===== src/rtl/pre_pkg.sv =====
// ----------------------------------------------------------------------------
// pre_pkg
// Shared types, constants and helpers of the printable run extractor.
// ----------------------------------------------------------------------------
`default_nettype none

package pre_pkg;

  // Width of one stored character and of the length registers
  localparam int CHAR_W = 7;
  localparam int REG_W  = 6;

  // APB register map: two 32-bit registers at byte addresses 0 and 4
  localparam int ADDR_W = 3;
  localparam int DATA_W = 32;

  // Reset values of the length registers
  localparam logic [REG_W-1:0] MIN_UNTERM_RST = REG_W'(6);
  localparam logic [REG_W-1:0] MIN_TERM_RST   = REG_W'(4);

  // Byte codes that end a run in the terminated sense
  localparam logic [7:0] CH_NUL = 8'h00;
  localparam logic [7:0] CH_LF  = 8'h0A;
  localparam logic [7:0] CH_CR  = 8'h0D;

  // Printable range
  localparam logic [7:0] CH_FIRST_PRINT = 8'h20;
  localparam logic [7:0] CH_LAST_PRINT  = 8'h7E;

  // Register index taken from paddr[2]
  typedef enum logic {
    REG_MIN_UNTERM = 1'b0,
    REG_MIN_TERM   = 1'b1
  } reg_idx_t;

  // Length thresholds handed from the register block to the sequencer
  typedef struct packed {
    logic [REG_W-1:0] min_unterm;
    logic [REG_W-1:0] min_term;
  } cfg_t;

  function automatic logic is_printable(input logic [7:0] c);
    return (c >= CH_FIRST_PRINT) && (c <= CH_LAST_PRINT);
  endfunction

endpackage

`default_nettype wire


===== src/rtl/pre_cfg_regs.sv =====
// ----------------------------------------------------------------------------
// pre_cfg_regs
// APB register block holding the two minimum run length thresholds.
// ----------------------------------------------------------------------------
`default_nettype none

module pre_cfg_regs (
  input  wire logic                          clk,
  input  wire logic                          rst_n,
  input  wire logic                          psel,
  input  wire logic                          penable,
  input  wire logic                          pwrite,
  input  wire logic [pre_pkg::ADDR_W-1:0]    paddr,
  input  wire logic [pre_pkg::DATA_W-1:0]    pwdata,
  output logic      [pre_pkg::DATA_W-1:0]    prdata,
  output pre_pkg::cfg_t                      cfg
);

  logic [pre_pkg::REG_W-1:0] min_unterm_r;
  logic [pre_pkg::REG_W-1:0] min_term_r;
  pre_pkg::reg_idx_t         reg_idx;
  logic                      wr_en;

  assign reg_idx = pre_pkg::reg_idx_t'(paddr[2]);
  assign wr_en   = psel && penable && pwrite;

  // Write the addressed register in the access phase
  always_ff @(posedge clk) begin
    if (!rst_n) begin
      min_unterm_r <= pre_pkg::MIN_UNTERM_RST;
      min_term_r   <= pre_pkg::MIN_TERM_RST;
    end else if (wr_en) begin
      unique case (reg_idx)
        pre_pkg::REG_MIN_UNTERM: min_unterm_r <= pwdata[pre_pkg::REG_W-1:0];
        pre_pkg::REG_MIN_TERM:   min_term_r   <= pwdata[pre_pkg::REG_W-1:0];
        default: ;
      endcase
    end
  end

  // Return the addressed register, zero extended
  always_comb begin
    unique case (reg_idx)
      pre_pkg::REG_MIN_UNTERM:
        prdata = {{(pre_pkg::DATA_W-pre_pkg::REG_W){1'b0}}, min_unterm_r};
      pre_pkg::REG_MIN_TERM:
        prdata = {{(pre_pkg::DATA_W-pre_pkg::REG_W){1'b0}}, min_term_r};
      default:
        prdata = '0;
    endcase
  end

  assign cfg.min_unterm = min_unterm_r;
  assign cfg.min_term   = min_term_r;

endmodule

`default_nettype wire


===== src/rtl/pre_run_mem.sv =====
// ----------------------------------------------------------------------------
// pre_run_mem
// Run buffer: one write port, one read port with registered read data.
// ----------------------------------------------------------------------------
`default_nettype none

module pre_run_mem #(
  parameter int DEPTH = 32
) (
  input  wire logic                         clk,
  input  wire logic                         we,
  input  wire logic [$clog2(DEPTH)-1:0]     waddr,
  input  wire logic [pre_pkg::CHAR_W-1:0]   wdata,
  input  wire logic                         re,
  input  wire logic [$clog2(DEPTH)-1:0]     raddr,
  output logic      [pre_pkg::CHAR_W-1:0]   rdata
);

  logic [pre_pkg::CHAR_W-1:0] mem [DEPTH];

  // Store one character
  always_ff @(posedge clk) begin
    if (we) begin
      mem[waddr] <= wdata;
    end
  end

  // Read one character; hold the data while no read is issued
  always_ff @(posedge clk) begin
    if (re) begin
      rdata <= mem[raddr];
    end
  end

endmodule

`default_nettype wire


===== src/rtl/printable_run_extractor.sv =====
// ----------------------------------------------------------------------------
// printable_run_extractor
// Collects runs of printable bytes in a buffer memory and streams accepted
// runs out one character per request; a run ended by a non-printable byte
// is followed by the optional ending character and a line-end marker.
// ----------------------------------------------------------------------------
//
//  channel  direction  handshake               payload
//  in       sink       in_valid / in_stall     in_byte, in_new_file
//  out      source     out_valid / out_stall   out_char, out_line_end, out_last
//  cfg      APB slave  psel/penable/pready     paddr, pwdata, prdata
//
//  A byte that causes no result is taken without a stall. A byte that emits a
//  run of n > 0 characters is followed by t = 0, 1 or 2 tail results; read
//  data from the buffer is registered. An empty accepted run gives only its t
//  tail results. The single read port sets one character per cycle while
//  out_stall is low. Reset is synchronous; the run buffer is not cleared and
//  only entries of the current run are read. in_stall is high while a run drains.
//
`default_nettype none

module printable_run_extractor #(
  parameter int LINE_CHARS = 32
) (
  input  wire logic                          clk,
  input  wire logic                          rst_n,
  // input requests
  input  wire logic                          in_valid,
  output logic                               in_stall,
  input  wire logic [7:0]                    in_byte,
  input  wire logic                          in_new_file,
  // result requests
  output logic                               out_valid,
  input  wire logic                          out_stall,
  output logic      [pre_pkg::CHAR_W-1:0]    out_char,
  output logic                               out_line_end,
  output logic                               out_last,
  // configuration
  input  wire logic                          psel,
  input  wire logic                          penable,
  input  wire logic                          pwrite,
  input  wire logic [pre_pkg::ADDR_W-1:0]    paddr,
  input  wire logic [pre_pkg::DATA_W-1:0]    pwdata,
  output logic      [pre_pkg::DATA_W-1:0]    prdata,
  output logic                               pready
);

  localparam int CW    = $clog2(LINE_CHARS);
  localparam int CMP_W = pre_pkg::REG_W + 1;

  typedef enum logic [1:0] {
    S_IDLE,
    S_RUN,
    S_TAIL
  } state_t;

  pre_pkg::cfg_t cfg;

  // Registers
  state_t                     state_r,      state_nxt;
  logic [CW-1:0]              count_r,      count_nxt;
  logic                       wrapped_r,    wrapped_nxt;
  logic [CW:0]                n_run_r,      n_run_nxt;
  logic [CW:0]                iss_r,        iss_nxt;
  logic [CW:0]                ld_r,         ld_nxt;
  logic                       pend_r,       pend_nxt;
  logic                       tail_r,       tail_nxt;
  logic                       chr_pend_r,   chr_pend_nxt;
  logic [pre_pkg::CHAR_W-1:0] chr_r,        chr_nxt;
  logic                       out_valid_r,  out_valid_nxt;
  logic [pre_pkg::CHAR_W-1:0] out_char_r,   out_char_nxt;
  logic                       out_le_r,     out_le_nxt;
  logic                       out_last_r,   out_last_nxt;

  // Memory port signals
  logic                       mem_we;
  logic                       mem_re;
  logic [pre_pkg::CHAR_W-1:0] mem_rdata;

  // Decode of the incoming byte
  logic [CW-1:0]              cnt_eff;
  logic                       wrap_eff;
  logic [CMP_W-1:0]           cnt_cmp;
  logic                       byte_print;
  logic                       byte_term;
  logic                       run_ok;
  logic                       out_free;
  logic                       ld_last;

  assign pready = 1'b1;

  pre_cfg_regs u_cfg (
    .clk     (clk),
    .rst_n   (rst_n),
    .psel    (psel),
    .penable (penable),
    .pwrite  (pwrite),
    .paddr   (paddr),
    .pwdata  (pwdata),
    .prdata  (prdata),
    .cfg     (cfg)
  );

  // A write lands at the accepting edge; reads start in the cycle after it, so the
  // freshly written entry is already visible and no forwarding is needed.
  pre_run_mem #(
    .DEPTH (LINE_CHARS)
  ) u_mem (
    .clk   (clk),
    .we    (mem_we),
    .waddr (cnt_eff),
    .wdata (in_byte[pre_pkg::CHAR_W-1:0]),
    .re    (mem_re),
    .raddr (iss_r[CW-1:0]),
    .rdata (mem_rdata)
  );

  // Apply the new-file clear before the byte is looked at
  assign cnt_eff    = in_new_file ? '0 : count_r;
  assign wrap_eff   = in_new_file ? 1'b0 : wrapped_r;
  assign cnt_cmp    = {{(CMP_W-CW){1'b0}}, cnt_eff};
  assign byte_print = pre_pkg::is_printable(in_byte);
  assign byte_term  = (in_byte == pre_pkg::CH_NUL) || (in_byte == pre_pkg::CH_CR) ||
                      (in_byte == pre_pkg::CH_LF);
  assign run_ok     = wrap_eff ||
                      (cnt_cmp >= {1'b0, cfg.min_unterm}) ||
                      (byte_term && (cnt_cmp >= {1'b0, cfg.min_term}));

  assign out_free = !out_valid_r || !out_stall;
  assign ld_last  = (ld_r == n_run_r - 1'b1);

  // Sequencer next state
  always_comb begin
    state_nxt     = state_r;
    count_nxt     = count_r;
    wrapped_nxt   = wrapped_r;
    n_run_nxt     = n_run_r;
    iss_nxt       = iss_r;
    ld_nxt        = ld_r;
    pend_nxt      = pend_r;
    tail_nxt      = tail_r;
    chr_pend_nxt  = chr_pend_r;
    chr_nxt       = chr_r;
    out_valid_nxt = out_valid_r;
    out_char_nxt  = out_char_r;
    out_le_nxt    = out_le_r;
    out_last_nxt  = out_last_r;
    mem_we        = 1'b0;
    mem_re        = 1'b0;

    // Drop a result that was taken
    if (out_valid_r && !out_stall) begin
      out_valid_nxt = 1'b0;
    end

    unique case (state_r)
      S_IDLE: begin
        if (in_valid) begin
          iss_nxt  = '0;
          ld_nxt   = '0;
          pend_nxt = 1'b0;
          if (byte_print) begin
            mem_we = 1'b1;
            if (cnt_eff == CW'(LINE_CHARS - 1)) begin
              // Buffer full: emit the whole run, no tail
              count_nxt   = '0;
              wrapped_nxt = 1'b1;
              n_run_nxt   = (CW+1)'(LINE_CHARS);
              tail_nxt    = 1'b0;
              state_nxt   = S_RUN;
            end else begin
              count_nxt   = cnt_eff + 1'b1;
              wrapped_nxt = wrap_eff;
            end
          end else begin
            count_nxt   = '0;
            wrapped_nxt = 1'b0;
            if (run_ok) begin
              n_run_nxt    = {1'b0, cnt_eff};
              tail_nxt     = 1'b1;
              chr_nxt      = in_byte[pre_pkg::CHAR_W-1:0];
              chr_pend_nxt = pre_pkg::is_printable({1'b0, in_byte[pre_pkg::CHAR_W-1:0]});
              state_nxt    = (cnt_eff == '0) ? S_TAIL : S_RUN;
            end
          end
        end
      end

      S_RUN: begin
        // Issue the next read when its data will have a place to go
        mem_re = (iss_r < n_run_r) && (!pend_r || out_free);
        if (mem_re) begin
          iss_nxt  = iss_r + 1'b1;
          pend_nxt = 1'b1;
        end else if (pend_r && out_free) begin
          pend_nxt = 1'b0;
        end
        // Move read data into the output register
        if (pend_r && out_free) begin
          out_valid_nxt = 1'b1;
          out_char_nxt  = mem_rdata;
          out_le_nxt    = 1'b0;
          out_last_nxt  = ld_last && !tail_r;
          ld_nxt        = ld_r + 1'b1;
          if (ld_last) begin
            state_nxt = tail_r ? S_TAIL : S_IDLE;
          end
        end
      end

      S_TAIL: begin
        if (out_free) begin
          out_valid_nxt = 1'b1;
          if (chr_pend_r) begin
            out_char_nxt = chr_r;
            out_le_nxt   = 1'b0;
            out_last_nxt = 1'b0;
            chr_pend_nxt = 1'b0;
          end else begin
            out_char_nxt = '0;
            out_le_nxt   = 1'b1;
            out_last_nxt = 1'b1;
            state_nxt    = S_IDLE;
          end
        end
      end

      default: begin
        state_nxt = S_IDLE;
      end
    endcase
  end

  // Hold state and registered outputs
  always_ff @(posedge clk) begin
    if (!rst_n) begin
      state_r     <= S_IDLE;
      count_r     <= '0;
      wrapped_r   <= 1'b0;
      iss_r       <= '0;
      ld_r        <= '0;
      pend_r      <= 1'b0;
      tail_r      <= 1'b0;
      chr_pend_r  <= 1'b0;
      out_valid_r <= 1'b0;
    end else begin
      state_r     <= state_nxt;
      count_r     <= count_nxt;
      wrapped_r   <= wrapped_nxt;
      iss_r       <= iss_nxt;
      ld_r        <= ld_nxt;
      pend_r      <= pend_nxt;
      tail_r      <= tail_nxt;
      chr_pend_r  <= chr_pend_nxt;
      out_valid_r <= out_valid_nxt;
    end
    n_run_r    <= n_run_nxt;
    chr_r      <= chr_nxt;
    out_char_r <= out_char_nxt;
    out_le_r   <= out_le_nxt;
    out_last_r <= out_last_nxt;
  end

  assign in_stall     = (state_r != S_IDLE);
  assign out_valid    = out_valid_r;
  assign out_char     = out_char_r;
  assign out_line_end = out_le_r;
  assign out_last     = out_last_r;

endmodule

`default_nettype wire

===== config.mk =====
export PLATFORM = sky130hd
export DESIGN_NAME = printable_run_extractor
export DESIGN_NICKNAME = d
export VERILOG_FILES = /design/src/rtl/pre_pkg.sv /design/src/rtl/pre_cfg_regs.sv /design/src/rtl/pre_run_mem.sv /design/src/rtl/printable_run_extractor.sv
export SDC_FILE = /design/constraint.sdc
export NUM_CORES = 1
export LEC_CHECK = 0
export BUFFER_PORTS_ARGS = -buffer_cell sky130_fd_sc_hd__buf_4
export CORE_MARGIN = 5
export CORE_UTILIZATION = 45
export DETAILED_ROUTE_END_ITERATION = 16
export PLACE_DENSITY = 0.65
export SYNTH_ARGS = -nofsm -noshare
export SYNTH_HDL_FRONTEND = slang
export SYNTH_SLANG_ARGS = --single-unit

===== constraint.sdc =====
create_clock -name clk -period 2.6 [get_ports clk]
set_clock_uncertainty 0.2 [all_clocks]
set_input_delay 0.26 -clock clk [delete_from_list [all_inputs] [get_ports clk]]
set_output_delay 0.26 -clock clk [all_outputs]
set_load 0.01 [all_outputs]

==> results of run 1 <==
-- layout by cell type, fill, tap and decap left out, types with 8 or more instances in the layout --
cell / instances
edfxtp_1: 253
buf_4: 114
mux4_2: 64
nor2_1: 57
nand2_1: 35
dfxtp_1: 33
clkbuf_16: 31
conb_1: 27
ha_1: 26
inv_1: 24
nor2b_1: 22
dlygate4sd3_1: 16
a21oi_1: 15
mux2i_1: 13
nand3_1: 11
xor2_1: 10
o21ai_0: 9
mux2_2: 9
clkinv_1: 9
nor3_1: 8
xnor2_1: 8
-- area by class of cell --
type	instances	area, um2	area share, %
clock inverter	23	282	1.91
tap	341	427	2.90
clock buffer	33	783	5.32
timing repair buffer	137	1160	7.85
multi-input combinational	393	3650	24.8
inverter	27	101	0.688
sequential	289	8320	56.5
-- worst reg2reg max path: cells and delay by family (launching register included) --
kind | cells | cell delay (ps)
muxes | 3 | 1370
DFF | 1 | 360
buffers and inverters | 2 | 320
-- power breakdown --
part,internal [mW],leakage [nW],total (mW),switching [mW]
Sequential,5.14,2.58,5.18,0.0433
Combinational,0.768,2.04,1.51,0.741
Clock,2.77,0.509,4.52,1.75
-- registers in the layout, summed over array words and instances, names as in the netlist --
signal / cells
u_mem.mem: 224
chr_r: 7
out_char: 7
u_mem.rdata: 7
iss_r: 6
ld_r: 6
n_run_r: 6
u_cfg.min_term_r: 6
u_cfg.min_unterm_r: 6
count_r: 5
state_r: 2
chr_pend_r: 1
out_last: 1
out_line_end: 1
out_valid: 1
pend_r: 1
tail_r: 1
wrapped_r: 1
-- cell usage after synthesis, types with 7 or more instances --
cell	number	share of area, %
ha_1	26	2.6
mux4_2	64	12
nor2b_1	22	1.1
nand3_1	11	0.45
dfxtp_1	36	5.9
nand2b_1	7	0.36
inv_1	24	0.73
a22o_1	7	0.50
xnor2_1	8	0.57
nand2_1	35	1.1
buf_4	27	1.6
nor3_1	9	0.37
a21oi_1	16	0.65
nor2_1	58	1.8
clkbuf_1	19	0.58
mux2i_1	13	1.1
xor2_1	10	0.71
mux2_2	9	0.82
o21ai_0	10	0.41
edfxtp_1	253	62
-- what timing repair did --
item / CTS / global route
cloned: 0 / 0
resized for setup: 0 / 6
pin swaps: 0 / 0
endpoints found under the hold margin: 46 / 0
hold buffers: 16 / 0
buffers inserted: 6 / 0
setup endpoints to repair: 7 / 163
-- metrics by stage --
step	power, mW	cell area (um2)
after floorplan	6.20	12400
after global placement	6.68	13400
after detailed placement	6.71	13400
after CTS	11.3	14700
after global routing	11.6	14700
final	11.2	14700
-- layer usage --
metal,vias up,share of wire (%)
li1,3085,-
met1,3509,42
met2,233,50
met3,38,6.2
met4,0,1.9
met5,-,0
-- cell families (layout without fill, tap and decap cells) --
| group | Yosys count | count (layout) |
|---|---|---|
| AND/OR/NAND/NOR | 164 | 164 |
| adder cells (fa/ha/maj) | 26 | 26 |
| buffers and inverters | 83 | 220 |
| AO/OA/AOI/OAI | 66 | 66 |
| XOR/XNOR | 18 | 18 |
| flip-flops | 289 | 289 |
| multiplexers | 92 | 92 |
| other | 2 | 27 |
-- worst paths after layout --
| path | from | to | slack, ps | cells past startpoint |
|---|---|---|---|---|
| hold reg to reg | count_r[4] | count_r[4] | 290 | 2 |
| setup reg to reg | iss_r[0] | u_mem.rdata[2] | 100 | 5 |
| setup / recovery | in_byte[6] | u_mem.mem[28][3] | 80 | 11 |
| hold / removal | penable | u_cfg.min_unterm_r[2] | 70 | 4 |
==> flow_metrics.env, run 1 <==
export IMPL_grt_overflow_total=0
export IMPL_numCtsBuffers=30
export IMPL_htreeDepth=1
export IMPL_worst_setup_path_end_kind="flop"
export IMPL_ys_seq_area_share_pct=67.6
export IMPL_final_layout_size_suffix_gt1_share_pct=28.0
export IMPL_tightest_slew_ps=733
export IMPL_busiest_layer="met2"
export IMPL_path_class="primary input to flop"
export IMPL_required_ps=2650
export IMPL_cp_start_kind="primary input"
export IMPL_area_growth_pct=19.6
export IMPL_cts_sinks=289
export IMPL_synth_seq_cells=289
export IMPL_start_util_pct=45.7
export IMPL_rows=60
export IMPL_drt_iter0_drc=539
export IMPL_crit_fanout=8
export IMPL_async_flop_share_pct=0
export IMPL_n_fill_cell=2077
export IMPL_slowest_stage="dlygate4sd3_1"
export IMPL_period_minus_slack_ps=2520
export IMPL_antenna_found_initial=0
export IMPL_rsz0062_at_grt="false"
export IMPL_synthAdderAreaFrac_pct=2.64
export IMPL_crit_top_cell="buf_4"
export IMPL_grt_pass1_vias=6985
export IMPL_core_area_um2=27000
export IMPL_setup_viol=0
export IMPL_dp_cells=1165
export IMPL_muxShareOfSynthArea_pct=14.9
export IMPL_synth_main_ff_cell="edfxtp_1"
export IMPL_synth_xor_area_share_pct=1.28
export IMPL_yosys_area_share_simple_pct=6.30
export IMPL_syn_inst=740
export IMPL_clock_fmax_ghz=0.397
export IMPL_drv_cap=0
export IMPL_port_buffers=39
export IMPL_instances_no_fill=1243
export IMPL_dr_total_vias=6865
export IMPL_clockBufferDepth=3
export IMPL_status="finished clean"
export IMPL_irDropWorstVdd_v=0.000633
export IMPL_ys_warn_count=0
export IMPL_clk_latency_ps=550
export IMPL_dp_final_hpwl_um=17900
export IMPL_first_pass_iters=5
export IMPL_cp_cell_sequence="dlygate4sd3_1, buf_4, nand2_1, nor3_1, buf_4, or3_1, nor2_2, nand2_1, buf_4, nor2_1, buf_4"
export IMPL_fin_setup_tns_ps=0
export IMPL_slew_viol_final=0
export IMPL_power_leakage_nw=5.12
export IMPL_p_per_area_nw_per_um2=761
export IMPL_grtUsageMet1_pct=23.3
export IMPL_path_buf_inv=5
export IMPL_timing_hold_ws_ps=69.7
export IMPL_die_area_um2=30800
export IMPL_wl_um=26600
export IMPL_synth_top_family_by_area="multiplexers"
export IMPL_cts_clk_slew_worst_paths_ps=60
export IMPL_met3_usage_pct=2.78
export IMPL_ant_nets=0
export IMPL_avgViaCountPerCell=5.52
export IMPL_synth_compound_area_share_pct=3.58
export IMPL_met2_usage_pct=29.7
export IMPL_pre_cts_slack_ps=-63.7
export IMPL_wire_per_inst_um=21.4
export IMPL_cts_root_buf="clkbuf_16"
export IMPL_grt_max_degree=43
export IMPL_tritoncts="yes"
export IMPL_maxSlewHeadroom_pct=51.0
export IMPL_utilization_pct=54.6
export IMPL_die_w_um=175
export IMPL_arrival_ps=2570
export IMPL_postSynthAreaPerCell_um2=16.6
export IMPL_layout_setup_ws_ps=80.6
export IMPL_synth_edf_count=253
export IMPL_fin_crit_sh_pct=96.9
export IMPL_die_y_um=175
export IMPL_drc=0
export IMPL_fin_nets=955
export IMPL_grt_pass1_wl_um=40800
export IMPL_ys_types=55
export IMPL_syn_area_um2=12300
export IMPL_grt_total_usage_pct=17.2
export IMPL_hp_class="primary input to flop"
export IMPL_antenna_cells=0
export IMPL_hold_viol=0
export IMPL_num_io_pins=95
export IMPL_cp_top_family="buffers and inverters"
export IMPL_cpPeakStageDelay_ps=540
export IMPL_gp_congestion=0.889
Power figures use the tool's default switching activity.
==> run 2: changes to the inputs <==
ABC_AREA = 1   (was not set)
PLACE_DENSITY = not set   (was 0.65)
==> flow_metrics.env, run 2 <==
export IMPL_status="finished clean"
export IMPL_p_per_area_nw_per_um2=807
export IMPL_arrival_ps=2540
export IMPL_p_seq_share_pct=45.6
export IMPL_htreeDepth=1
export IMPL_swShare_pct=29.4
export IMPL_cts_root_buf="clkbuf_16"
export IMPL_setup_viol=0
export IMPL_syn_area_um2=12600
export IMPL_async_flop_share_pct=0
export IMPL_seq_area_um2=8320
export IMPL_fin_setup_tns_ps=0
export IMPL_grt_total_usage_pct=19.2
export IMPL_cellInternalPower_mw=8.35
export IMPL_largest_register_ffs=224
export IMPL_r2r_slack_ps=150
export IMPL_die_w_um=177
export IMPL_hold_viol=0
export IMPL_total_power_mw=11.8
export IMPL_instances_no_fill=1655
export IMPL_yosys_area_share_simple_pct=12.8
export IMPL_path_class="flop to flop"
export IMPL_worst_setup_path_end_kind="flop"
export IMPL_power_leakage_nw=5.48
export IMPL_ys_warn_count=0
export IMPL_slew_viol_final=0
export IMPL_drc=0
export IMPL_grt_overflow_total=0
export IMPL_syn_inst=1150
export IMPL_avgViaCountPerCell=5.19
export IMPL_first_pass_iters=5
export IMPL_tightest_slew_ps=535
export IMPL_num_io_pins=95
export IMPL_wire_per_inst_um=18.4
export IMPL_synth_area_top_cells="edfxtp_1 60%, nor2_1 6.2%, o21ai_0 5.9%"
export IMPL_synth_top_area_share_pct=60.5
export IMPL_clockBufferDepth=3
export IMPL_postSynthAreaPerCell_um2=10.9
export IMPL_p_sw_mw=3.47
export IMPL_cts_sinks=289
export IMPL_n_fill_cell=2444
export IMPL_timing_hold_ws_ps=40.8
export IMPL_cp_start_kind="flop"
export IMPL_numCtsBuffers=30
export IMPL_largest_register="u_mem.mem"
export IMPL_period_minus_slack_ps=2450
export IMPL_ys_types=39
export IMPL_synth_main_ff_cell="edfxtp_1"
export IMPL_fin_nets=1335
export IMPL_dp_final_hpwl_um=20100
export IMPL_gp_congestion=0.858
export IMPL_hp_class="primary input to flop"
export IMPL_ant_nets=0
export IMPL_crit_fanout=25
export IMPL_antenna_cells=0
export IMPL_reg2reg_depth=9
export IMPL_grt_max_degree=98
export IMPL_drt_iter0_drc=716
export IMPL_port_buffers=39
export IMPL_layout_common_cells="253 x edfxtp_1, 206 x nor2_1, 147 x o21ai_0, 136 x nand2_1, 105 x buf_4"
export IMPL_drv_cap=0
export IMPL_muxShareOfSynthArea_pct=0
export IMPL_synth_common_cells="253 x edfxtp_1, 207 x nor2_1, 147 x o21ai_0"
export IMPL_rows=61
export IMPL_die_y_um=177
export IMPL_final_layout_size_suffix_gt1_share_pct=12.5
export IMPL_synth_xor_area_share_pct=0.349
export IMPL_rsz0062_at_grt="false"
export IMPL_required_ps=2690
export IMPL_p_comb_share_pct=21.5
export IMPL_synth_edf_count=253
export IMPL_irDropWorstVdd_v=0.000448
export IMPL_dr_total_vias=8592
export IMPL_grt_pass1_wl_um=46800
export IMPL_synthAdderAreaFrac_pct=2.59
export IMPL_tritoncts="yes"
export IMPL_synth_top_area_cell="edfxtp_1"
export IMPL_whs_path_depth=4
export IMPL_antenna_found_initial=0
export IMPL_area_growth_pct=16.7
export IMPL_cts_setup_buffers=0
export IMPL_grt_pass1_vias=8271
export IMPL_mostFrequentLayoutCell="edfxtp_1"
export IMPL_worstHoldEndpoint="u_cfg.min_unterm_r[0]"
export IMPL_synth_compound_area_share_pct=11.9
export IMPL_fin_crit_sh_pct=94.2
export IMPL_clk_latency_ps=560
export IMPL_r2r_start="iss_r[0]"
export IMPL_multi_input_area_um2=3570
export IMPL_maxSlewHeadroom_pct=64.3
export IMPL_core_area_um2=27700
export IMPL_clock_fmax_ghz=0.408
export IMPL_die_area_um2=31400
export IMPL_cts_clk_slew_worst_paths_ps=60
export IMPL_ys_seq_area_share_pct=66.2
export IMPL_synth_seq_cells=289
export IMPL_worstHoldStart="paddr[2]"
export IMPL_r2r_end="u_mem.rdata[4]"
export IMPL_start_util_pct=45.3
export IMPL_wl_um=30400
export IMPL_synth_most_common_cell="edfxtp_1"
export IMPL_clockPowerShare_pct=32.9
export IMPL_synth_top_family_by_area="simple AND/OR/NAND/NOR gates"
export IMPL_dp_cells=1586
-- run 2: cell types whose count changed after synthesis, moves of 31 or more --
cell / delta
inv_1: +67
nand2_1: +101
mux4_2: -64
o21ai_0: +137
nor2_1: +149
o22ai_1: +31
-- run 2: logic make-up (layout without fill, tap and decap cells) --
| logic type | count (synthesis) | count (layout) |
|---|---|---|
| other cells | 2 | 27 |
| buf+inv | 170 | 272 |
| xor+xnor | 5 | 5 |
| fa+ha+maj | 26 | 26 |
| simple gates | 399 | 399 |
| compound gates | 259 | 259 |
| flops | 289 | 289 |
-- run 2: final cells by class --
class / count / area share [%]
clock buffers: 37 / 5.58
flip-flops and latches: 289 / 56.8
well taps: 378 / 3.23
repair buffers: 127 / 7.15
inverters: 94 / 2.42
multi-input cells: 716 / 24.4
clock inverters: 14 / 0.469
-- run 2: how the worst max path moves through the flow --
| stage | start | endpoint | slack, ps |
|---|---|---|---|
| 5_1_grt | iss_r[0] | u_mem.rdata[4] | 30 |
| 3_5_place_dp | in_byte[3] | u_mem.mem[2][1] | 20 |
| 3_3_place_gp | in_byte[3] | u_mem.mem[2][1] | -8 |
| 2_1_floorplan | state_r[0] | u_mem.mem[0][0] | 380 |
| 6_report | iss_r[0] | u_mem.rdata[4] | 150 |
| 4_1_cts | in_byte[5] | u_mem.mem[2][3] | 140 |
-- run 2: what timing repair did --
action	CTS	global route
gates resized for setup	0	2
setup endpoints to repair	0	27
hold buffers	18	0
hold endpoints to repair	45	0
-- run 2: power groups by stage --
stage,sequential [mW],clock (mW),combinational [mW]
after floorplan,5.48,0,1.60
after global routing,5.41,4.17,2.85
after global placement,5.48,0,2.48
final,5.39,3.89,2.54
after CTS,5.39,3.97,2.55
after detailed placement,5.49,0,2.52
-- run 2: through the flow --
stage	setup WS (ps)	utilization [%]	instance area, um2
after global routing	31.2	52.9	14700
after global placement	-8.35	49.0	13600
final	150	52.9	14700
after floorplan	378	-	12700
after CTS	139	52.9	14700
after detailed placement	20.3	49.0	13600
-- run 2: critical path: stages, from the launching register on --
cell	delay, ps
dfxtp_4	360
clkinv_2	310
buf_4	330
buf_12	150
o21ai_0	140
o22ai_1	110
nand2_1	70
nand3_1	170
o21ai_0	240
inv_1	100
-- run 2: per-layer routing --
metal	track usage, %	routed length [um]	vias to the layer above
met2	32.0	14500	222
met5	0	0	-
met4	4.58	629	0
met3	2.54	1680	43
li1	-	-	4212
met1	26.9	13600	4115
==> run 3: changes to the inputs <==
CORE_MARGIN = 2   (was 5)
==> flow_metrics.env, run 3 (same netlist as run 2, synthesis figures left out) <==
export IMPL_area_growth_pct=16.8
export IMPL_power_leakage_nw=5.47
export IMPL_slew_viol_final=0
export IMPL_cts_root_buf="clkbuf_16"
export IMPL_wire_per_inst_um=18.2
export IMPL_largest_register_ffs=224
export IMPL_antenna_found_initial=0
export IMPL_die_w_um=171
export IMPL_arrival_ps=2640
export IMPL_cts_clk_slew_worst_paths_ps=70
export IMPL_maxSlewHeadroom_pct=46.1
export IMPL_grt_pass1_vias=8242
export IMPL_tightest_slew_ps=806
export IMPL_drc=0
export IMPL_rsz0062_at_grt="false"
export IMPL_largest_register="u_mem.mem"
export IMPL_dp_final_hpwl_um=19700
export IMPL_fin_crit_sh_pct=91.9
export IMPL_cpPeakStageDelay_ps=560
export IMPL_drt_iter0_drc=746
export IMPL_drv_cap=0
export IMPL_wl_um=30200
export IMPL_fin_nets=1333
export IMPL_grt_max_degree=61
export IMPL_clock_fmax_ghz=0.418
export IMPL_clockBufferDepth=3
export IMPL_multi_input_area_um2=3570
export IMPL_irDropWorstVdd_v=0.000590
export IMPL_antenna_cells=0
export IMPL_hp_class="primary input to flop"
export IMPL_numCtsBuffers=29
export IMPL_utilization_pct=53.1
export IMPL_layout_common_cells="253 x edfxtp_1, 207 x nor2_1, 147 x o21ai_0, 136 x nand2_1, 102 x buf_4"
export IMPL_fin_setup_tns_ps=0
export IMPL_port_buffers=39
export IMPL_whs_path_depth=4
export IMPL_final_layout_size_suffix_gt1_share_pct=12.1
export IMPL_die_y_um=171
export IMPL_cp_depth=9
export IMPL_htreeDepth=1
export IMPL_dr_total_vias=8719
export IMPL_n_fill_cell=2437
export IMPL_reg2reg_depth=10
export IMPL_core_area_um2=27600
export IMPL_first_pass_iters=5
export IMPL_die_area_um2=29300
export IMPL_num_io_pins=95
export IMPL_tritoncts="yes"
export IMPL_ant_nets=0
export IMPL_slowest_stage="dlygate4sd3_1"
export IMPL_worst_setup_path_end_kind="flop"
export IMPL_seq_area_um2=8320
export IMPL_clk_latency_ps=560
export IMPL_gp_congestion=0.843
export IMPL_cp_top_family="buffers and inverters"
export IMPL_path_class="primary input to flop"
export IMPL_cts_sinks=289
export IMPL_crit_fanout=9
export IMPL_cts_setup_buffers=0
export IMPL_setup_viol=0
export IMPL_rows=61
export IMPL_period_minus_slack_ps=2390
export IMPL_cp_cell_sequence="dlygate4sd3_1, buf_4, nand3_1, dlygate4sd3_1, nor2_1, inv_1, nor2_1, nor2_1, dlygate4sd3_1"
export IMPL_grt_pass1_wl_um=46600
export IMPL_cp_start_kind="primary input"
export IMPL_avgViaCountPerCell=5.27
export IMPL_grt_total_usage_pct=21.0
export IMPL_path_buf_inv=5
export IMPL_status="finished clean"
export IMPL_p_per_area_nw_per_um2=810
export IMPL_mostFrequentLayoutCell="edfxtp_1"
export IMPL_grt_overflow_total=0
export IMPL_start_util_pct=45.5
export IMPL_required_ps=2850
export IMPL_hold_viol=0
[run 3: changes by cell type in the layout (fill, tap and decap cells not counted), sizes merged]
cell	before	now
dlygate4sd3	18	19
bufinv	0	2
clkbuf	37	33
inv	92	95
clkinvlp	1	2
buf	109	107
clkinv	15	14
[run 3: tightest hold or removal path: cells and delay by family]
family,cells,cell delay [ps]
AND/OR/NAND/NOR,1,70
AO/OA/AOI/OAI,2,300
buffers and inverters,1,100
[run 3: power breakdown]
group,internal [mW],switching [mW]
combinational,0.851,1.69
sequential,5.29,0.102
clock,2.23,1.70
[run 3: per-stage QoR]
stage          hold slack [ps]  cells  worst slack [ps]  area, um2  total power, mW
4_1_cts                   18.3   1655               258      14700             11.9
3_3_place_gp               272   1584               281      13600             7.98
6_report                  31.3   1655               209      14700             11.9
3_5_place_dp               278   1584               264      13600             8.01
2_1_floorplan              159   1175               378      12700             7.08
5_1_grt                   60.1   1655              34.8      14700             12.4
[run 3: area by class of cell]
class	count	area share, %
clock buffers	33	5.05
clock inverters	19	1.01
inverters	94	2.41
multi-input cells	716	24.4
flip-flops and latches	289	56.8
well taps	378	3.23
repair buffers	126	7.20
[run 3: worst paths after layout]
path,slack (ps),start,endpoint
max,210,penable,u_cfg.min_term_r[0]
min,30,in_valid,pend_r
max reg2reg,250,iss_r[0],iss_r[3]
min reg2reg,280,u_cfg.min_term_r[1],u_cfg.min_term_r[1]
[run 3: routing by layer]
metal  track usage (%)  routed length (um)  vias up
li1                  -                   -     4214
met1              30.1               13600     4138
met2              34.0               13900      313
met3              2.75                2020       54
met4              5.34                 707        0
met5                 0                   0        -
[run 3: timing repair]
item                      4_1_cts  5_1_grt
gates resized for setup         0        0
hold buffers                   19        0
hold endpoints to repair       49        0
